--- src/rtl/abip_pkg.sv ---
// Shared types and constants for the auto-base integer parser.
// No dependencies; every other file uses this package.
`default_nettype none

package abip_pkg;

    // Queue between front and back
    localparam int DEFAULT_QUEUE_DEPTH = 4;

    localparam int CHAR_W  = 8;
    localparam int DIGIT_W = 6;
    localparam int VALUE_W = 64;

    // Digit value given to bytes that are not 0-9, a-z or A-Z
    localparam logic [DIGIT_W-1:0] DIGIT_NONE = 6'd36;

    // One byte after classification, as the back end sees it
    typedef struct packed {
        logic               last;
        logic               is_nul;
        logic               is_zero;    // '0'
        logic               is_b;       // lowercase 'b'
        logic               is_x;       // 'x' or 'X'
        logic               is_space;   // ' ' or 9..13
        logic               is_sign;    // '+' or '-'
        logic               is_minus;   // '-'
        logic [DIGIT_W-1:0] digit;      // 0..35, DIGIT_NONE otherwise
    } abip_class_t;

endpackage

`default_nettype wire

--- src/rtl/abip_if.sv ---
// Valid/ready channel interfaces: byte stream in, parsed result out.
// Depends on abip_pkg for field widths.
`default_nettype none

interface abip_char_if;
    logic                          valid;
    logic                          ready;
    logic [abip_pkg::CHAR_W-1:0]   char_code;
    logic                          last;

    modport source (output valid, output char_code, output last, input ready);
    modport sink   (input valid, input char_code, input last, output ready);
endinterface

interface abip_result_if;
    logic                          valid;
    logic                          ready;
    logic [abip_pkg::VALUE_W-1:0]  value;
    logic                          out_of_range;
    logic                          digits_seen;

    modport source (output valid, output value, output out_of_range,
                    output digits_seen, input ready);
    modport sink   (input valid, input value, input out_of_range,
                    input digits_seen, output ready);
endinterface

`default_nettype wire

--- src/rtl/abip_front.sv ---
// Front end: takes byte beats and classifies each byte for the back end.
// Depends on abip_pkg and abip_char_if.
`default_nettype none

module abip_front (
    abip_char_if.sink            chars,
    output logic                 push_valid,
    input  logic                 push_ready,
    output abip_pkg::abip_class_t push_data
);
    import abip_pkg::*;

    logic [CHAR_W-1:0] c;

    assign c = chars.char_code;

    always_comb
    begin
        push_data.last     = chars.last;
        push_data.is_nul   = (c == 8'h00);
        push_data.is_zero  = (c == 8'h30);
        push_data.is_b     = (c == 8'h62);
        push_data.is_x     = (c == 8'h78) || (c == 8'h58);
        push_data.is_space = (c == 8'h20) || ((c >= 8'h09) && (c <= 8'h0d));
        push_data.is_sign  = (c == 8'h2b) || (c == 8'h2d);
        push_data.is_minus = (c == 8'h2d);
        if ((c >= 8'h30) && (c <= 8'h39))
        begin
            push_data.digit = DIGIT_W'(c - 8'h30);
        end
        else if ((c >= 8'h61) && (c <= 8'h7a))
        begin
            push_data.digit = DIGIT_W'(c - 8'h61 + 8'd10);
        end
        else if ((c >= 8'h41) && (c <= 8'h5a))
        begin
            push_data.digit = DIGIT_W'(c - 8'h41 + 8'd10);
        end
        else
        begin
            push_data.digit = DIGIT_NONE;
        end
    end

    assign push_valid  = chars.valid;
    assign chars.ready = push_ready;

endmodule

`default_nettype wire

--- src/rtl/abip_queue.sv ---
// Short FIFO of classified bytes between front and back end.
// Depends on abip_pkg.
`default_nettype none

module abip_queue #(
    parameter int DEPTH = abip_pkg::DEFAULT_QUEUE_DEPTH
) (
    input  logic                  clk,
    input  logic                  rst_n,
    input  logic                  push_valid,
    output logic                  push_ready,
    input  abip_pkg::abip_class_t push_data,
    output logic                  pop_valid,
    input  logic                  pop_ready,
    output abip_pkg::abip_class_t pop_data
);
    import abip_pkg::*;

    localparam int PTR_W = (DEPTH > 1) ? $clog2(DEPTH) : 1;
    localparam int CNT_W = $clog2(DEPTH + 1);

    abip_class_t       entry_reg [DEPTH];
    logic [PTR_W-1:0]  wr_ptr_reg, wr_ptr_next;
    logic [PTR_W-1:0]  rd_ptr_reg, rd_ptr_next;
    logic [CNT_W-1:0]  count_reg, count_next;
    logic              do_push, do_pop;

    assign push_ready = (count_reg != CNT_W'(DEPTH));
    assign pop_valid  = (count_reg != '0);
    assign pop_data   = entry_reg[rd_ptr_reg];
    assign do_push    = push_valid && push_ready;
    assign do_pop     = pop_valid && pop_ready;

    always_comb
    begin
        wr_ptr_next = wr_ptr_reg;
        rd_ptr_next = rd_ptr_reg;
        count_next  = count_reg;
        if (do_push)
        begin
            wr_ptr_next = (wr_ptr_reg == PTR_W'(DEPTH - 1)) ? '0 : wr_ptr_reg + 1'b1;
        end
        if (do_pop)
        begin
            rd_ptr_next = (rd_ptr_reg == PTR_W'(DEPTH - 1)) ? '0 : rd_ptr_reg + 1'b1;
        end
        if (do_push && !do_pop)
        begin
            count_next = count_reg + 1'b1;
        end
        else if (do_pop && !do_push)
        begin
            count_next = count_reg - 1'b1;
        end
    end

    always_ff @(posedge clk or negedge rst_n)
    begin
        if (!rst_n)
        begin
            wr_ptr_reg <= '0;
            rd_ptr_reg <= '0;
            count_reg  <= '0;
        end
        else
        begin
            wr_ptr_reg <= wr_ptr_next;
            rd_ptr_reg <= rd_ptr_next;
            count_reg  <= count_next;
        end
    end

    always_ff @(posedge clk)
    begin
        if (do_push)
        begin
            entry_reg[wr_ptr_reg] <= push_data;
        end
    end

endmodule

`default_nettype wire

--- src/rtl/abip_back.sv ---
// Back end: prefix/sign state machine, digit accumulator, saturation and
// the result output register. Depends on abip_pkg and abip_result_if.
`default_nettype none

module abip_back (
    input  logic                  clk,
    input  logic                  rst_n,
    input  logic                  cfg_we,
    input  logic                  cfg_wdata,
    input  logic                  pop_valid,
    output logic                  pop_ready,
    input  abip_pkg::abip_class_t pop_data,
    abip_result_if.source         results
);
    import abip_pkg::*;

    typedef enum logic [7:0] {
        PH_FIRST  = 8'b0000_0001,
        PH_ZERO1  = 8'b0000_0010,
        PH_LEAD   = 8'b0000_0100,
        PH_SIGN   = 8'b0000_1000,
        PH_ZERO   = 8'b0001_0000,
        PH_X      = 8'b0010_0000,
        PH_DIGITS = 8'b0100_0000,
        PH_DONE   = 8'b1000_0000
    } phase_t;

    typedef enum logic [1:0] {
        RC_AUTO = 2'd0,
        RC_BIN  = 2'd1,
        RC_OCT  = 2'd2,
        RC_HEX  = 2'd3
    } radix_t;

    typedef struct packed {
        logic [VALUE_W-1:0] mag;
        logic               neg;
        logic               ovf;
        logic               any;
    } final_t;

    localparam int ACC_W = VALUE_W + 5;

    function automatic logic [DIGIT_W-1:0] radix_limit(radix_t rc);
        case (rc)
            RC_BIN:  radix_limit = 6'd2;
            RC_OCT:  radix_limit = 6'd8;
            RC_HEX:  radix_limit = 6'd16;
            default: radix_limit = 6'd10;
        endcase
    endfunction

    phase_t             phase_reg, phase_next;
    radix_t             rc_reg, rc_next;
    logic               neg_reg, neg_next;
    logic [VALUE_W-1:0] mag_reg, mag_next;
    logic               ovf_reg, ovf_next;
    logic               any_reg, any_next;
    logic               signed_mode_reg;

    logic               take;
    radix_t             take_rc;
    logic               lead_path, start_path, zchar_path;
    logic [DIGIT_W-1:0] d;
    logic [ACC_W-1:0]   mag_ext, scaled, acc_sum;

    final_t             fin_reg;
    logic               fin_valid_reg;
    logic               fin_ready;
    logic               go;

    logic               out_valid_reg;
    logic [VALUE_W-1:0] out_value_reg;
    logic               out_range_reg;
    logic               out_digits_reg;

    logic [VALUE_W-1:0] limit, negated, fin_value;
    logic               fin_sat;

    assign d = pop_data.digit;

    // Per-byte parse step
    always_comb
    begin
        phase_next = phase_reg;
        rc_next    = rc_reg;
        neg_next   = neg_reg;
        any_next   = any_reg;
        take       = 1'b0;
        take_rc    = rc_reg;
        lead_path  = 1'b0;
        start_path = 1'b0;
        zchar_path = 1'b0;

        if (pop_data.is_nul)
        begin
            phase_next = PH_DONE;
        end
        else
        begin
            case (phase_reg)
                PH_FIRST:
                begin
                    if (pop_data.is_zero)
                    begin
                        any_next   = 1'b1;
                        phase_next = PH_ZERO1;
                    end
                    else
                    begin
                        lead_path = 1'b1;
                    end
                end
                PH_ZERO1:
                begin
                    if (pop_data.is_b)
                    begin
                        any_next   = 1'b0;
                        rc_next    = RC_BIN;
                        phase_next = PH_LEAD;
                    end
                    else
                    begin
                        zchar_path = 1'b1;
                    end
                end
                PH_LEAD:   lead_path  = 1'b1;
                PH_SIGN:   start_path = 1'b1;
                PH_ZERO:   zchar_path = 1'b1;
                PH_X:
                begin
                    if (d < 6'd16)
                    begin
                        rc_next = RC_HEX;
                        take_rc = RC_HEX;
                        take    = 1'b1;
                    end
                    else
                    begin
                        phase_next = PH_DONE;
                    end
                end
                PH_DIGITS:
                begin
                    if (d < radix_limit(rc_reg))
                    begin
                        take = 1'b1;
                    end
                    else
                    begin
                        phase_next = PH_DONE;
                    end
                end
                default: ;
            endcase
        end

        if (lead_path)
        begin
            if (pop_data.is_space)
            begin
                phase_next = PH_LEAD;
            end
            else if (pop_data.is_sign)
            begin
                neg_next   = pop_data.is_minus;
                phase_next = PH_SIGN;
            end
            else
            begin
                start_path = 1'b1;
            end
        end

        if (start_path)
        begin
            if (rc_reg == RC_BIN)
            begin
                if (d < 6'd2)
                begin
                    take = 1'b1;
                end
                else
                begin
                    phase_next = PH_DONE;
                end
            end
            else if (pop_data.is_zero)
            begin
                any_next   = 1'b1;
                phase_next = PH_ZERO;
            end
            else if ((d >= 6'd1) && (d <= 6'd9))
            begin
                take = 1'b1;
            end
            else
            begin
                phase_next = PH_DONE;
            end
        end

        if (zchar_path)
        begin
            if (pop_data.is_x)
            begin
                phase_next = PH_X;
            end
            else if (d < 6'd8)
            begin
                rc_next = RC_OCT;
                take_rc = RC_OCT;
                take    = 1'b1;
            end
            else
            begin
                phase_next = PH_DONE;
            end
        end

        if (take)
        begin
            any_next   = 1'b1;
            phase_next = PH_DIGITS;
        end
    end

    // Shared shift-add: mag * radix + digit, carry-out above bit 63 = overflow
    assign mag_ext = ACC_W'(mag_reg);

    always_comb
    begin
        case (take_rc)
            RC_BIN:  scaled = mag_ext << 1;
            RC_OCT:  scaled = mag_ext << 3;
            RC_HEX:  scaled = mag_ext << 4;
            default: scaled = (mag_ext << 3) + (mag_ext << 1);
        endcase
        acc_sum  = scaled + ACC_W'(d);
        mag_next = mag_reg;
        ovf_next = ovf_reg;
        if (take)
        begin
            if (|acc_sum[ACC_W-1:VALUE_W])
            begin
                ovf_next = 1'b1;
            end
            else
            begin
                mag_next = acc_sum[VALUE_W-1:0];
            end
        end
    end

    // Back end takes a byte whenever the final stage can take a result
    assign fin_ready = !out_valid_reg || results.ready;
    assign go        = pop_valid && (!fin_valid_reg || fin_ready);
    assign pop_ready = go;

    always_ff @(posedge clk or negedge rst_n)
    begin
        if (!rst_n)
        begin
            phase_reg <= PH_FIRST;
            rc_reg    <= RC_AUTO;
            neg_reg   <= 1'b0;
            mag_reg   <= '0;
            ovf_reg   <= 1'b0;
            any_reg   <= 1'b0;
        end
        else if (go)
        begin
            if (pop_data.last)
            begin
                phase_reg <= PH_FIRST;
                rc_reg    <= RC_AUTO;
                neg_reg   <= 1'b0;
                mag_reg   <= '0;
                ovf_reg   <= 1'b0;
                any_reg   <= 1'b0;
            end
            else
            begin
                phase_reg <= phase_next;
                rc_reg    <= rc_next;
                neg_reg   <= neg_next;
                mag_reg   <= mag_next;
                ovf_reg   <= ovf_next;
                any_reg   <= any_next;
            end
        end
    end

    always_ff @(posedge clk or negedge rst_n)
    begin
        if (!rst_n)
        begin
            signed_mode_reg <= 1'b1;
        end
        else if (cfg_we)
        begin
            signed_mode_reg <= cfg_wdata;
        end
    end

    // Final stage: raw magnitude and flags of a finished string
    always_ff @(posedge clk or negedge rst_n)
    begin
        if (!rst_n)
        begin
            fin_valid_reg <= 1'b0;
        end
        else if (go && pop_data.last)
        begin
            fin_valid_reg <= 1'b1;
        end
        else if (fin_ready)
        begin
            fin_valid_reg <= 1'b0;
        end
    end

    always_ff @(posedge clk)
    begin
        if (go && pop_data.last)
        begin
            fin_reg.mag <= mag_next;
            fin_reg.neg <= neg_next;
            fin_reg.ovf <= ovf_next;
            fin_reg.any <= any_next;
        end
    end

    // Saturation and sign
    always_comb
    begin
        limit   = fin_reg.neg ? {1'b1, {(VALUE_W-1){1'b0}}} : {1'b0, {(VALUE_W-1){1'b1}}};
        negated = '0 - fin_reg.mag;
        if (signed_mode_reg)
        begin
            fin_sat   = fin_reg.ovf || (fin_reg.mag > limit);
            fin_value = fin_sat ? limit : (fin_reg.neg ? negated : fin_reg.mag);
        end
        else
        begin
            fin_sat   = fin_reg.ovf;
            fin_value = fin_sat ? {VALUE_W{1'b1}} : (fin_reg.neg ? negated : fin_reg.mag);
        end
    end

    always_ff @(posedge clk or negedge rst_n)
    begin
        if (!rst_n)
        begin
            out_valid_reg <= 1'b0;
        end
        else if (fin_valid_reg && fin_ready)
        begin
            out_valid_reg <= 1'b1;
        end
        else if (results.ready)
        begin
            out_valid_reg <= 1'b0;
        end
    end

    always_ff @(posedge clk)
    begin
        if (fin_valid_reg && fin_ready)
        begin
            out_value_reg  <= fin_value;
            out_range_reg  <= fin_sat;
            out_digits_reg <= fin_reg.any;
        end
    end

    assign results.valid        = out_valid_reg;
    assign results.value        = out_value_reg;
    assign results.out_of_range = out_range_reg;
    assign results.digits_seen  = out_digits_reg;

endmodule

`default_nettype wire

--- src/rtl/auto_base_integer_parser_unit.sv ---
// Top level of the auto-base integer parser: front, queue and back end.
// Depends on abip_pkg, abip_if, abip_front, abip_queue and abip_back.
//
// Usage:
//   chars   - byte stream, one character per beat; last marks the final
//             byte of a string. A NUL or the first invalid byte ends the
//             parse, later bytes up to last are consumed and ignored.
//   results - one beat per string: value (64 bits, two's complement when
//             signed), out_of_range (saturated) and digits_seen.
//   cfg_we/cfg_wdata - signed_mode register, 1 = signed (reset value).
//             Write only while no string is in flight.
// Throughput: one byte per cycle while the output is not stalled. Each byte costs one pass
//   through the back end's shift-add accumulator (mag * radix + digit).
// Path: the last byte passes through the queue, the back end's final stage
//   and, via the saturation logic, the output register before results.valid rises.
// Stall: when results.ready is low the output register holds; one more
//   result waits in the final stage, then the back end stops draining the
//   queue, and chars.ready drops once the queue (QUEUE_DEPTH beats) fills.
// Reset: empties the queue and pipeline, clears the parse state to the
//   first character position and sets signed_mode.
`default_nettype none

module auto_base_integer_parser_unit #(
    parameter int QUEUE_DEPTH = abip_pkg::DEFAULT_QUEUE_DEPTH
) (
    input  logic          clk,
    input  logic          rst_n,
    input  logic          cfg_we,
    input  logic          cfg_wdata,
    abip_char_if.sink     chars,
    abip_result_if.source results
);
    import abip_pkg::*;

    // front -> queue
    logic        push_valid;
    logic        push_ready;
    abip_class_t push_data;

    // queue -> back end
    logic        pop_valid;
    logic        pop_ready;
    abip_class_t pop_data;

    abip_front u_front (
        .chars      (chars),
        .push_valid (push_valid),
        .push_ready (push_ready),
        .push_data  (push_data)
    );

    abip_queue #(
        .DEPTH (QUEUE_DEPTH)
    ) u_queue (
        .clk        (clk),
        .rst_n      (rst_n),
        .push_valid (push_valid),
        .push_ready (push_ready),
        .push_data  (push_data),
        .pop_valid  (pop_valid),
        .pop_ready  (pop_ready),
        .pop_data   (pop_data)
    );

    abip_back u_back (
        .clk       (clk),
        .rst_n     (rst_n),
        .cfg_we    (cfg_we),
        .cfg_wdata (cfg_wdata),
        .pop_valid (pop_valid),
        .pop_ready (pop_ready),
        .pop_data  (pop_data),
        .results   (results)
    );

endmodule

`default_nettype wire

--- src/flat_wrapper.sv ---
// flat-port wrapper written by rule: the top's interface ports become plain ports
module auto_base_integer_parser_unit_flat import abip_pkg::*;
#(
    parameter int QUEUE_DEPTH = abip_pkg::DEFAULT_QUEUE_DEPTH
)
  (clk, rst_n, cfg_we, cfg_wdata, chars_valid, chars_char_code, chars_last, chars_ready, results_valid, results_value, results_out_of_range, results_digits_seen, results_ready);
  abip_char_if chars_i ();
  abip_result_if results_i ();
  input  logic clk;
  input  logic rst_n;
  input  logic cfg_we;
  input  logic cfg_wdata;
  input wire logic [$bits(chars_i.valid)-1:0] chars_valid;
  input wire logic [$bits(chars_i.char_code)-1:0] chars_char_code;
  input wire logic [$bits(chars_i.last)-1:0] chars_last;
  output wire logic [$bits(chars_i.ready)-1:0] chars_ready;
  output wire logic [$bits(results_i.valid)-1:0] results_valid;
  output wire logic [$bits(results_i.value)-1:0] results_value;
  output wire logic [$bits(results_i.out_of_range)-1:0] results_out_of_range;
  output wire logic [$bits(results_i.digits_seen)-1:0] results_digits_seen;
  input wire logic [$bits(results_i.ready)-1:0] results_ready;
  assign chars_i.valid = chars_valid;
  assign chars_i.char_code = chars_char_code;
  assign chars_i.last = chars_last;
  assign chars_ready = chars_i.ready;
  assign results_valid = results_i.valid;
  assign results_value = results_i.value;
  assign results_out_of_range = results_i.out_of_range;
  assign results_digits_seen = results_i.digits_seen;
  assign results_i.ready = results_ready;
  auto_base_integer_parser_unit #(.QUEUE_DEPTH(QUEUE_DEPTH)) u_core (.clk(clk), .rst_n(rst_n), .cfg_we(cfg_we), .cfg_wdata(cfg_wdata), .chars(chars_i), .results(results_i));
endmodule
--- config.mk ---
export PLATFORM = sky130hd
export DESIGN_NAME = auto_base_integer_parser_unit_flat
export DESIGN_NICKNAME = d
export VERILOG_FILES = /design/src/rtl/abip_pkg.sv /design/src/rtl/abip_if.sv /design/src/rtl/abip_front.sv /design/src/rtl/abip_queue.sv /design/src/rtl/abip_back.sv /design/src/rtl/auto_base_integer_parser_unit.sv /design/src/flat_wrapper.sv
export SDC_FILE = /design/constraint.sdc
export NUM_CORES = 1
export LEC_CHECK = 0
export ABC_AREA = 1
export BUFFER_PORTS_ARGS = -buffer_cell sky130_fd_sc_hd__buf_2
export CORE_MARGIN = 2
export CORE_UTILIZATION = 40
export DETAILED_ROUTE_END_ITERATION = 8
export SYNTH_ARGS = -nofsm -noshare
export SYNTH_HDL_FRONTEND = slang
export SYNTH_SLANG_ARGS = --single-unit
--- constraint.sdc ---
create_clock -name clk -period 14.8 [get_ports clk]
set_clock_uncertainty 0.2 [all_clocks]
set_input_delay 0.74 -clock clk [delete_from_list [all_inputs] [get_ports clk]]
set_output_delay 0.74 -clock clk [all_outputs]
set_load 0.01 [all_outputs]
# Word level (Yosys, flattened, before mapping)
# Memory sizes are Yosys's and may differ from the RTL's.
# Index checks and enable logic that the tools add are counted.
dict set report word_totals {
  regBits 220
  ramBits 56
  output_inout_bits 68
  memories 1
}
dict set report op_classes {
  addsub 12
  n_lt_le_gt_ge 15
  n_eq_ne 23
  mux 97
  reduce_logical 28
}
# name depth width rd rd_clocked_by_memory_dff wr line_no
set mem_list {}
lappend mem_list {u_core.u_queue.entry_reg 4 14 1 0 1 abip_queue.sv:22} ;# abip_class_t entry_reg [DEPTH];
# cell n
set ops {}
lappend ops {{$mux 64} 8}
lappend ops {{$pmux 68 s3} 1}
lappend ops {{$mux 8} 18}
lappend ops {{$add 69x6->69} 1}
lappend ops {{$add 67x65->68} 1}
lappend ops {{$gt 64x64->1} 1}
lappend ops {{$sub 1x64->64 const A} 1}
lappend ops {{$mux 1} 42}
lappend ops {{$eq 8x6->1 const B} 5}
lappend ops {{$eq 8x7->1 const B} 4}
lappend ops {{$pmux 8 s4} 1}
lappend ops {{$mux 6} 5}
lappend ops {{$mux 2} 14}
lappend ops {{$ge 8x7->1 const B} 2}
lappend ops {{$le 8x7->1 const B} 2}
lappend ops {{$pmux 5 s3} 1}
lappend ops {{$add 6x4->6 const B} 2}
lappend ops {{$eq 2x2->1 const B} 6}
lappend ops {{$logic_and 1x1->1} 12}
lappend ops {{$sub 6x6->6 const B} 2}
lappend ops {{$eq 8x1->1 const B} 1}
lappend ops {{$eq 8x2->1 const B} 1}
lappend ops {{$eq 8x3->1 const B} 1}
lappend ops {{$eq 8x4->1 const B} 1}
lappend ops {{26 further kinds} 42}

# Longest topological paths before layout
# Gate-level depths: netlist (run 1).
dict set report logic_depth {
  word_depth 20
  ltp_mapped 38
}

# By module
# Synthesis (run 1) repeated with hierarchy kept, for this count alone.
dict set report unflattened {
  hier_cells 3917
  hier_area_um2 25744.7
}
# module instances cells_each area_per_inst_um2 seq_area_each_um2
set by_module_without_submodules {}
lappend by_module_without_submodules {abip_back 1 3581 22361.4 5998.3}
lappend by_module_without_submodules {abip_queue 1 222 2797.7 1856.8}
lappend by_module_without_submodules {abip_front 1 114 585.6 0.0}

# Worst setup path after synthesis (run 1)
# OpenSTA, ideal clock, no wires.
dict set report synth_timing {
  path_kind {reg2reg}
  startpoint {reg u_core.u_queue.rd_ptr_reg[0]}
  endpoint {reg u_core.u_back.ovf_reg}
  setup_time_ps 122
  t_arrival_ps 4528
  required_time_ps 14478
  path_slack_ps 9950
  stages_incl_launch_ff 11
  period_less_slack_ps 4850
  cell_sequence {dfrtp_1 inv_2 buf_6 buf_6 clkbuf_1 nand2_1 a32oi_1 inv_1 nor2_1 o21bai_1 nor2_1}
}
dict set report synth_via {
  elab_chain_cells 15
  elab_cells_between_ends 45
}
# item line_no
set synth_lines {}
lappend synth_lines {{start, declared} abip_queue.sv:24} ;# logic [PTR_W-1:0] rd_ptr_reg, rd_ptr_next;
lappend synth_lines {{start signal, assigned} abip_queue.sv:68} ;# rd_ptr_reg <= rd_ptr_next;
lappend synth_lines {{$mem_v2 4x14 *} -}
lappend synth_lines {{$lt 6x5->1} abip_back.sv:132} ;# if (d < 6'd16)
lappend synth_lines {{$mux 2} abip_back.sv:132}
lappend synth_lines {{$mux 2} abip_back.sv:101} ;# case (phase_reg)
lappend synth_lines {{$mux 2} abip_back.sv:95} ;# if (pop_data.is_nul)
lappend synth_lines {{$mux 2} abip_back.sv:209} ;# else if (d < 6'd8)
lappend synth_lines {{$mux 2} abip_back.sv:205} ;# if (pop_data.is_x)
lappend synth_lines {{$mux 2} abip_back.sv:203} ;# if (zchar_path)
lappend synth_lines {{$eq 2x2->1 / $eq 2x1->1 (equally long branches)} abip_back.sv:233} ;# case (take_rc)
lappend synth_lines {{$pmux 68 s3} abip_back.sv:233}
lappend synth_lines {{$add 69x6->69} abip_back.sv:239} ;# acc_sum = scaled + ACC_W'(d);
lappend synth_lines {{$reduce_or 5->1} abip_back.sv:244} ;# if (|acc_sum[ACC_W-1:VALUE_W])
lappend synth_lines {{$mux 1} abip_back.sv:244}
lappend synth_lines {{$mux 1} abip_back.sv:242} ;# if (take)
lappend synth_lines {{$mux 1 *} abip_back.sv:273} ;# if (pop_data.last)
lappend synth_lines {{end signal, assigned} abip_back.sv:288} ;# ovf_reg <= ovf_next;
lappend synth_lines {{end, declared} abip_back.sv:57} ;# logic ovf_reg, ovf_next;
# Every way passes the cells marked *; elsewhere a longest branch is shown, timed or not.
# A chain may end at the register's enable or synchronous reset.

# Final worst setup path (run 1)
dict set report layout_timing {
  startpoint {reg u_core.u_queue.rd_ptr_reg[0]}
  endpoint {reg u_core.u_back.fin_reg[48] (netlist bit) (data pin)}
}
dict set report layout_via {
  elab_chain_cells 14
  elab_cells_between_ends 44
}
# item line_no
set layout_lines {}
lappend layout_lines {{$mem_v2 4x14 *} -}
lappend layout_lines {{$lt 6x5->1} abip_back.sv:132}
lappend layout_lines {{$mux 2} abip_back.sv:132}
lappend layout_lines {{$mux 2} abip_back.sv:101}
lappend layout_lines {{$mux 2} abip_back.sv:95}
lappend layout_lines {{$mux 2} abip_back.sv:209}
lappend layout_lines {{$mux 2} abip_back.sv:205}
lappend layout_lines {{$mux 2} abip_back.sv:203}
lappend layout_lines {{$eq 2x2->1 / $eq 2x1->1 (equally long branches)} abip_back.sv:233}
lappend layout_lines {{$pmux 68 s3} abip_back.sv:233}
lappend layout_lines {{$add 69x6->69} abip_back.sv:239}
lappend layout_lines {{$reduce_or 5->1} abip_back.sv:244}
lappend layout_lines {{$mux 64} abip_back.sv:244}
lappend layout_lines {{$mux 64 *} abip_back.sv:242}
lappend layout_lines {{net u_core.u_back.mag_next[45]} abip_back.sv:56} ;# logic [VALUE_W-1:0] mag_reg, mag_next;
lappend layout_lines {{end, declared} abip_back.sv:67} ;# final_t fin_reg;
# Mark *: on every way through the listed nets, which the timed path passes. The rest lies on a longest branch.

==> results.md, run 1 <==
* Run status: completed
* Post_cts resized at 0
* Max FFs per register at 67
* Worst skew pair latency at between 0.5 and 0.6 ns
* Worst slack, placed at approximately 6.6 ns
* Yosys reg bits at 276
* Worst flop-to-flop path startpoint: u_core.u_queue.rd_ptr_reg[0]
* Overflow after GRT at 0
* GP Congestion at between 0.9 and 1
* Post-CTS Setup Bufs at 0
* Setup violators final at 0
* WL final at just over 80 mm
* Area of the core at about 0.063 sq mm
* Hold buffers post-CTS at 0
* Clock Tree Buf Depth at 3
* Max H-tree Level at 1
* Post-Syn Nets at 3957
* CP Launch Point: u_core.u_queue.rd_ptr_reg[0]
* Reg-to-Reg End: u_core.u_back.fin_reg[48]
* RSZ-0062 raised after global routing: no
* Critical Path Max Stage Delay at a little under 0.8 ns
* Drc violations at 0
* DRT iter0 DRCs at approximately 1800
* Crit path arrival time at roughly 8.4 ns
* Via density at roughly 5.2
* Gr usage total at 0.245
* Syn avg cell area at approximately 6.7 sq um
* Final max-slew violation count at 0
* Detail Route Antenna Nets at 0
* Nature of the critical path startpoint: flip-flop
* Worst EP required at about 15 ns
* Die Height at approximately 260 um
* Worst hold path type: primary input to async pin
* Critical path's most frequent cell: nand2_1
* Clock-pin slew on the worst setup and hold paths at ~0.08 ns
* Crit-path max FO at 73
* Max Fclk at 121 MHz
* Max_cap viols at 0
* Core Rows at between 90 and 100
* Max_slew headroom at 0.168
* Die Area at approximately 0.065 sq mm
* Die Wd at between 200 and 300 um
* Fin nets at between 3000 and 4000
* Number of iterations in the first detailed-routing pass at 5
* Layout Cells excl Fill at 4672
* Path depth of the worst reg2reg path at 33
* Placed cells at between 4000 and 5000
* Worst Max-Slew Pin Slew at around 1.2 ns
* Post-synth EDFFs at approximately 190
* Vias in the first global route at about 23000
* First-pass GRT wire length at between 100 and 150 mm
* Minimum clock period after layout at about 8.3 ns
* R2R Setup Slk at 6.53 ns
* Leakage at 12.8 nW
* N_diodes at 0
* CTS tree: done
* Final HPWL DP at about 64 mm
* Asr flop ratio synth at 0.315
* CP Capture Point: u_core.u_back.fin_reg[48]
* Antenna violations before repair at 0
* Starting Density at 0.403
* Sequential fraction of the synthesis area at 0.311
* Synthesized cell area at around 0.025 sq mm
* Num CTS Buffers at 28
* Synth warn at 0
* Root Driver: clkbuf_16
* Fin crit share at 0.559
* Worst setup path category: flip-flop to flip-flop
* WL/cell at approximately 17 um
* Post-Syn Instances at 3789
* Largest net degree at the start of global routing at 74
* Share of layout cells above drive strength 1 at 0.0599
* Worst setup margin at 6.53 ns
* Io pins at 83
* Vias post-DR at between 20000 and 25000
* PnR Total Power at 3.78 mW
* Cell variety after synth at 60
* Crit path capture type: flip-flop
* Port Buffers at 82
* Final hold violations at 0
* Total negative setup slack at 0 ns
* VDD IR-drop max at between 0.00015 and 0.0002 V
* # clock sinks at approximately 280
* PwrDens at around 140 mW/mm^2
* Crit path max-delay cell type: nor2_8
* Top_reg_cell synth: edfxtp_1
* Synthesis-to-finish area growth at 7.91%
-- per-stage QoR --
step | util | instance area (sq um) | hold WS (ns)
after CTS | 0.435 | 27300 | 0.0116
final | 0.435 | 27300 | 0.00770
after global placement | 0.419 | 26300 | 0.202
after global routing | 0.435 | 27300 | 0.0420
after floorplan | - | 25300 | 0.200
after detailed placement | 0.419 | 26300 | 0.212
-- metal layers --
metal | global-route usage | wire length [um]
met1 | 0.360 | 38300
met3 | 0.0235 | 5430
met2 | 0.379 | 34800
met4 | 0.0730 | 2350
met5 | 0 | 0
-- critical path, delay by kind of cell (launching register included) --
family	cells	cell delay, ns
buffers and inverters	5	1.43
and+or+nand+nor	25	5.07
adders and majority gates	1	0.30
AOI/OAI and AO/OA	2	0.11
DFF	1	0.76
-- placed cells by master (no fill, tap or decap), drive strengths merged, types with 2 or more instances in the layout --
cell type	n
o221ai	7
a21oi	159
nand3b	7
nor3	57
o2111ai	4
a32o	2
edfxtp	189
a32oi	5
or3	2
o21ai	101
bufinv	5
nand4	146
ha	150
o21a	2
o31ai	5
fa	3
nand3	276
o22ai	6
nor4	15
clkbuf	36
xor2	73
or2	11
xnor2	70
nor2	381
a31oi	15
and3	4
inv	487
o21bai	7
a211oi	3
dfrtp	85
and2	13
a221oi	2
dfstp	2
o211ai	39
o41ai	3
nand2	1341
clkinv	8
buf	99
-- cell type report --
class                      count  area [sq um]
fill                        6668         35500
multi-input combinational   2915         15000
sequential                   276          7860
inverter                     484          1820
tap                          846          1060
clock buffer                  36           751
timing repair buffer          99           541
clock inverter                16           228
-- how the worst min path moves through the flow --
stage	cells after the start	startpoint	slack [ns]	endpoint
after floorplan	0	u_core.u_back.fin_reg[0]	0.20	u_core.u_back.results.digits_seen
after global placement	0	u_core.u_back.fin_reg[0]	0.20	u_core.u_back.results.digits_seen
after detailed placement	0	u_core.u_back.fin_reg[0]	0.21	u_core.u_back.results.digits_seen
after CTS	1	rst_n	0.01	u_core.u_back.mag_reg[59]
after global routing	1	rst_n	0.04	u_core.u_back.mag_reg[61]
final	1	rst_n	0.008	u_core.u_back.mag_reg[59]
-- report_power, final --
group / switching, mW / total (mW) / internal, mW
clock network: 0.313 / 0.762 / 0.449
logic: 1.06 / 1.61 / 0.548
registers: 0.215 / 1.41 / 1.20
-- cells by family after synthesis --
group / after synthesis / share of synthesized area
buffers and inverters: 598 / 0.0968
adders and majority gates: 153 / 0.0766
DFF: 276 / 0.311
and+or+nand+nor: 2255 / 0.382
AOI/OAI and AO/OA: 364 / 0.0840
xor gates and xnor gates: 143 / 0.0496
-- cell usage after synthesis (8+ instances only) --
library cell | count | area, sq um
and2_1 | 13 | 81.3
inv_2 | 10 | 37.5
nand2_2 | 11 | 68.8
xnor2_1 | 70 | 613
nor4_1 | 15 | 93.8
a31oi_1 | 15 | 93.8
nor2_4 | 8 | 90.1
nand3_1 | 269 | 1350
ha_1 | 150 | 1880
inv_1 | 471 | 1770
clkbuf_1 | 50 | 188
buf_6 | 13 | 146
edfxtp_1 | 189 | 5680
xor2_1 | 73 | 639
o21ai_0 | 92 | 460
nor3_1 | 57 | 285
o211ai_1 | 39 | 293
buf_4 | 15 | 113
nand2_1 | 1326 | 4980
dfrtp_1 | 85 | 2130
nand4_1 | 146 | 913
nor2_2 | 19 | 119
buf_2 | 34 | 170
or2_2 | 11 | 68.8
nor2_1 | 351 | 1320
a21oi_1 | 158 | 791
(Power assumes the default switching activity.)
==> run 2: changes to the inputs <==
Clock period 14.8 ns to 7.7 ns, I/O delays scaled along.
==> run 2 against run 1 <==
- register-to-register slack got worse by 5.7 ns
- power increased by 90%
- combinational power grew 96%
- cell area about the same
- hold slack improved by 0.12 ns
- clock power up 77%
- count of clock-buffer cells in the layout is 2 higher
- sequential share of layout area hardly changed
- sequential cell count is the same
- via count up 0.18%
- global-route usage up 0.081 points
- critical endpoint is now u_core.u_back.fin_reg[3]
==> results.md, run 2 (synthesis gave the netlist of run 1 again) <==
* Die Area at 0.0652 sq mm (unchanged)
* Worst setup path category: flip-flop to flip-flop
* Post_cts resized at 0 (unchanged)
* Port Buffers at 82 (unchanged)
* Root Driver: clkbuf_16
* Final max-slew violation count at 0 (unchanged)
* Path depth of the worst reg2reg path at 28 (-15%)
* Reg-to-Reg End: u_core.u_back.fin_reg[3]
* Critical path's most frequent cell: nand2_1
* Post-CTS Setup Bufs at 0 (unchanged)
* Overflow after GRT at 0 (unchanged)
* Worst skew pair latency at 0.56 ns (about the same)
* Fin nets at 3981 (+0.23%)
* R2R Setup Slk at 0.83 ns (-5.70 ns)
* Vias post-DR at 24500 (+0.18%)
* Vias in the first global route at 23100 (+0.58%)
* Worst hold path type: primary input to async pin
* Antenna violations before repair at 0 (unchanged)
* Minimum clock period after layout at 6.87 ns (-1.40 ns)
* Detail Route Antenna Nets at 0 (unchanged)
* Number of iterations in the first detailed-routing pass at 6 (+1)
* Max_slew headroom at 0.346 (+0.178)
* Max Fclk at 145 MHz (+20%)
* WL final at 81.9 mm (+1.2%)
* Num CTS Buffers at 27 (-3.6%)
* Fin crit share at 0.893 (+0.334)
* Leading cell type in the layout, fill and taps excluded: nand2_1
* Clock Tree Buf Depth at 3 (unchanged)
* # clock sinks at 276 (unchanged)
* Worst Max-Slew Pin Slew at 0.981 ns (-0.264 ns)
* Crit path capture type: flip-flop
* Largest net degree at the start of global routing at 73 (-1.4%)
* First-pass GRT wire length at 129 mm (+0.52%)
* Die Height at 255 um (unchanged)
* Final core utilization at 0.435 (about the same)
* Crit path max-delay cell type: buf_4
* Most frequent cells in the layout: nand2_1 (1325), inv_1 (471), nor2_1 (348)
* VDD IR-drop max at 0.000257 V (+60%)
* Gr usage total at 0.246 (+0.000813)
* GP Congestion at 0.979 (+0.90%)
* Worst flop-to-flop path startpoint: u_core.u_queue.rd_ptr_reg[0]
* Starting Density at 0.403 (unchanged)
* Max H-tree Level at 1 (unchanged)
* Max FFs per register at 67 (unchanged)
* Crit path arrival time at 6.99 ns (-1.37 ns)
* Final hold violations at 0 (unchanged)
* PwrDens at 264 mW/mm^2 (+90%)
* Clock-pin slew on the worst setup and hold paths at 0.07 ns (about the same)
* Area of the core at 0.0627 sq mm (unchanged)
* DRT iter0 DRCs at 1952 (+7.0%)
* Run status: completed
* Leakage at 12.8 nW (about the same)
* Total negative setup slack at 0 ns (unchanged)
* Design Area, Final at 0.0273 sq mm (about the same)
* Filler cells at 6582 (-1.3%)
* Die Wd at 255 um (unchanged)
* Final HPWL DP at 63.9 mm (-0.71%)
* Core Rows at 92 (unchanged)
* Setup violators final at 0 (unchanged)
* Via density at 5.24 (about the same)
* Worst EP required at 7.82 ns (-7.08 ns)
* CTS tree: done
* Nature of the critical path startpoint: flip-flop
* Dpl cell area at 0.0263 sq mm (+0.15%)
* Final hold slack at 0.128 ns (+0.120 ns)
* Max_cap viols at 0 (unchanged)
* Io pins at 83 (unchanged)
* N_diodes at 0 (unchanged)
* Synthesis-to-finish area growth at 7.91% (about the same)
* Critical Path Max Stage Delay at 0.59 ns (-0.18 ns)
* RSZ-0062 raised after global routing: no
* Share of layout cells above drive strength 1 at 0.0608 (+0.000918)
* Drc violations at 0 (unchanged)
* Crit-path max FO at 64 (-12%)
* WL/cell at 17.5 um (+1.0%)
* Hold buffers post-CTS at 5 (+5)
-- run 2: how the worst max path moves through the flow --
stage,startpoint,end,slack (ns),cells after the start
after global placement,u_core.u_queue.rd_ptr_reg[0],u_core.u_back.fin_reg[3],0.95,28
after detailed placement,u_core.u_queue.rd_ptr_reg[0],u_core.u_back.fin_reg[3],0.89,28
after global routing,u_core.u_queue.rd_ptr_reg[0],u_core.u_back.fin_reg[3],0.27,31
after CTS,u_core.u_queue.rd_ptr_reg[0],u_core.u_back.fin_reg[3],0.88,28
final,u_core.u_queue.rd_ptr_reg[0],u_core.u_back.fin_reg[3],0.83,28
after floorplan,u_core.u_queue.rd_ptr_reg[0],u_core.u_back.ovf_reg,2.85,10
-- run 2: critical path, delay by kind of cell (launching register included) --
family | cells | cell delay (ns)
AOI/OAI and AO/OA | 2 | 0.21
adders and majority gates | 1 | 0.24
buffers and inverters | 5 | 1.46
DFF | 1 | 0.36
and+or+nand+nor | 20 | 4.05
-- run 2: area by class of cell --
cell class	instances	area, sq um	area share
clock buffers	38	768	0.0282
clock inverters	12	121	0.00445
inverters	484	1820	0.0668
multi-input cells	2915	15000	0.551
flip-flops and latches	276	7860	0.288
well taps	846	1060	0.0388
repair buffers	109	628	0.0230
-- run 2: power by group --
group	total [mW]	internal, mW	switching (mW)
Sequential	2.69	2.31	0.385
Combinational	3.16	1.06	2.11
Clock	1.35	0.766	0.582
-- run 2: metrics by stage --
| step | power (mW) | std cells | setup WS [ns] |
|---|---|---|---|
| 6_report | 7.20 | 4680 | 0.827 |
| 3_3_place_gp | 5.86 | 4625 | 0.954 |
| 4_1_cts | 7.25 | 4680 | 0.882 |
| 3_5_place_dp | 5.88 | 4625 | 0.887 |
| 2_1_floorplan | 4.95 | 3789 | 2.85 |
| 5_1_grt | 7.78 | 4680 | 0.269 |
-- run 2: per-layer routing --
metal	vias to the layer above	routed length [um]	track usage
met5	-	0	0
met4	0	2490	0.0729
met3	117	4520	0.0202
met2	722	35400	0.381
met1	11300	39500	0.363
li1	12400	-	-
==> run 3: changes to the inputs <==
--- a/config.mk
+++ b/config.mk
@@ -7,5 +7,5 @@
 export LEC_CHECK = 0
 export ABC_AREA = 1
-export BUFFER_PORTS_ARGS = -buffer_cell sky130_fd_sc_hd__buf_2
+export BUFFER_PORTS_ARGS = -buffer_cell sky130_fd_sc_hd__buf_4
 export CORE_MARGIN = 2
 export CORE_UTILIZATION = 40
==> constraint.sdc (replaced) <==
create_clock -name clk -period 7.7 [get_ports clk]
set_clock_uncertainty 0.2 [all_clocks]
set_input_delay 0.77 -clock clk [delete_from_list [all_inputs] [get_ports clk]]
set_output_delay 0.77 -clock clk [all_outputs]
set_load 0.01 [all_outputs]
==> run 3 against run 2 <==
- setup slack gained 0.23 ns
- fmax increased by 3.4%
- register-to-register slack improved by 0.23 ns
- count of clock-buffer cells in the layout decreased by 5
- global-route usage is 0.070 points lower
- clock power increased by 7%
- critical path depth up 1
- non-clock buffer count fell by 3
- first-iteration DRC count decreased by 3.2%
- cell area is 0.89% higher
- critical path type unchanged
==> results.md, run 3 (synthesis gave the netlist of run 1 again) <==
* Run status: completed
* Crit path capture type: flip-flop
* Most frequent cells in the layout: nand2_1 (1325), inv_1 (471), nor2_1 (348)
* PwrDens at 268 mW/mm^2 (+1.6%)
* Die Height at 255 um (unchanged)
* Hold path depth at 2
* Hold wc startpoint: cfg_we
* Hold EP: u_core.u_back.signed_mode_reg
* Drc violations at 0 (unchanged)
* Crit path max-delay cell type: nor2_4
* Met3 GRT Util at 0.0226 (+0.00238)
* GRT met2 Usage at 0.383 (+0.00211)
* Antenna violations before repair at 0 (unchanged)
* GP Congestion at 0.998 (+1.9%)
* VDD IR-drop max at 0.000283 V (+10%)
* Core Rows at 92 (unchanged)
* Filler cells at 6584 (+0.030%)
* Hold buffers post-CTS at 1 (-4)
* Die Wd at 255 um (unchanged)
* WL final at 81.6 mm (-0.39%)
* Vias post-DR at 24400 (-0.46%)
* Worst setup path category: flip-flop to flip-flop
* Minimum clock period after layout at 6.65 ns (-0.227 ns)
* WL/cell at 17.4 um (-0.36%)
* Worst Max-Slew Pin Slew at 0.972 ns (-0.00872 ns)
* Overflow after GRT at 0 (unchanged)
* Critical path's most frequent cell: nand2_1
* Clock Tree Buf Depth at 3 (unchanged)
* Max Fclk at 150 MHz (+3.4%)
* Worst EP required at 7.79 ns (-0.03 ns)
* Max FFs per register at 67 (unchanged)
* Setup violators final at 0 (unchanged)
* Critical Path Max Stage Delay at 0.51 ns (-0.08 ns)
* Max H-tree Level at 1 (unchanged)
* Post-CTS Setup Bufs at 0 (unchanged)
* Clock-pin slew on the worst setup and hold paths at 0.07 ns (about the same)
* Crit path arrival time at 6.74 ns (-0.25 ns)
* Design Area, Final at 0.0275 sq mm (+0.89%)
* CTS tree: done
* R2R Setup Slk at 1.05 ns (+0.23 ns)
* DRT iter0 DRCs at 1889 (-3.2%)
* Worst slack, placed at 1.13 ns (+0.239 ns)
* Io pins at 83 (unchanged)
* Die Area at 0.0652 sq mm (unchanged)
* # clock sinks at 276 (unchanged)
* Met1 usage at 0.355 (-0.00789)
* First-pass GRT wire length at 128 mm (-0.59%)
* Area of the core at 0.0627 sq mm (unchanged)
* Leading cell type in the layout, fill and taps excluded: nand2_1
* Placed cells at 4626 (+0.022%)
* Critical path's top delay family: simple AND/OR/NAND/NOR gates
* N_diodes at 0 (unchanged)
* Worst setup margin at 1.05 ns (+0.227 ns)
* Port Buffers at 82 (unchanged)
* Most Used Layer, Global Route: met2
* Max_slew headroom at 0.351 (+0.00487)
* Max_cap viols at 0 (unchanged)
* Post_cts resized at 0 (unchanged)
* Path depth of the worst reg2reg path at 29 (+3.6%)
* Starting Density at 0.403 (unchanged)
* Detail Route Antenna Nets at 0 (unchanged)
* Layout Cells excl Fill at 4679 (-0.021%)
* Reg-to-Reg End: u_core.u_back.fin_reg[65]
* Final hold violations at 0 (unchanged)
* Nature of the critical path startpoint: flip-flop
* Worst skew pair latency at 0.57 ns (about the same)
* RSZ-0062 raised after global routing: no
* Number of iterations in the first detailed-routing pass at 6 (unchanged)
* Total negative setup slack at 0 ns (unchanged)
* Synthesis-to-finish area growth at 8.87%
* Leakage at 12.9 nW (+0.65%)
* Worst hold path type: primary input to flip-flop
* Buf/Inv on CP at 6 (+1)
* Dpl cell area at 0.0265 sq mm (+0.80%)
* Via density at 5.22 (-0.44%)
* Fin nets at 3979 (-0.050%)
* Vias in the first global route at 22900 (-1.1%)
* Crit-path max FO at 48 (-25%)
* Gr usage total at 0.245 (-0.000700)
* Worst flop-to-flop path startpoint: u_core.u_queue.rd_ptr_reg[0]
* Final HPWL DP at 64.5 mm (+0.84%)
* Root Driver: clkbuf_16
* Largest net degree at the start of global routing at 73 (unchanged)
* Num CTS Buffers at 28 (+3.7%)
* Fin crit share at 0.863 (-0.0295)
* Share of layout cells above drive strength 1 at 0.0613 (+0.000538)
* Final max-slew violation count at 0 (unchanged)
-- run 3: cell count changes in the layout (fill, tap and decap cells not counted), sizes merged --
| cell | delta |
|---|---|
| clkbuf | -5 |
| dlygate4sd3 | -4 |
| bufinv | +3 |
| clkinvlp | +3 |
| clkinv | +2 |
| buf | +1 |
| inv | -1 |
-- run 3: area by class of cell --
class | count | area (sq um) | area share
multi-input combinational | 2915 | 15000 | 0.546
sequential | 276 | 7860 | 0.285
inverter | 484 | 1820 | 0.0663
tap | 846 | 1060 | 0.0385
timing repair buffer | 106 | 798 | 0.0290
clock buffer | 33 | 719 | 0.0261
clock inverter | 19 | 243 | 0.00882
-- run 3: worst reg2reg max path: cells and delay by family (launching register included) --
family	cells	cell delay, ns
flops	1	0.39
fa+ha+maj	1	0.31
buf+inv	6	1.12
compound gates	2	0.41
simple gates	20	3.93
-- run 3: per-stage QoR --
| step | total power, mW | utilization | hold WS (ns) |
|---|---|---|---|
| after floorplan | 4.95 | - | 0.200 |
| after global placement | 5.97 | 0.423 | 0.204 |
| after detailed placement | 5.99 | 0.423 | 0.205 |
| after CTS | 7.43 | 0.439 | 0.172 |
| after global routing | 7.99 | 0.439 | 0.198 |
| final | 7.38 | 0.439 | 0.211 |
-- run 3: metal layers --
layer / vias to the layer above / wire, um
met5: - / 0
met4: 0 / 2750
met1: 11200 / 38900
met3: 113 / 4590
li1: 12400 / -
met2: 709 / 35300
-- run 3: power by group --
part / switching [mW] / internal (mW)
clock: 0.597 / 0.840
combinational: 2.10 / 1.15
sequential: 0.388 / 2.31
-- run 3: how the worst max path moves through the flow --
stage	from	to	slack (ns)	cells after the start
CTS	u_core.u_queue.rd_ptr_reg[1]	u_core.u_back.fin_reg[65]	1.10	29
finish	u_core.u_queue.rd_ptr_reg[0]	u_core.u_back.fin_reg[65]	1.05	29
global placement	u_core.u_queue.rd_ptr_reg[1]	u_core.u_back.fin_reg[62]	1.26	29
floorplan	u_core.u_queue.rd_ptr_reg[0]	u_core.u_back.ovf_reg	2.85	10
detailed placement	u_core.u_queue.rd_ptr_reg[1]	u_core.u_back.fin_reg[30]	1.13	29
global route	u_core.u_queue.rd_ptr_reg[0]	u_core.u_back.mag_reg[60]	0.38	32
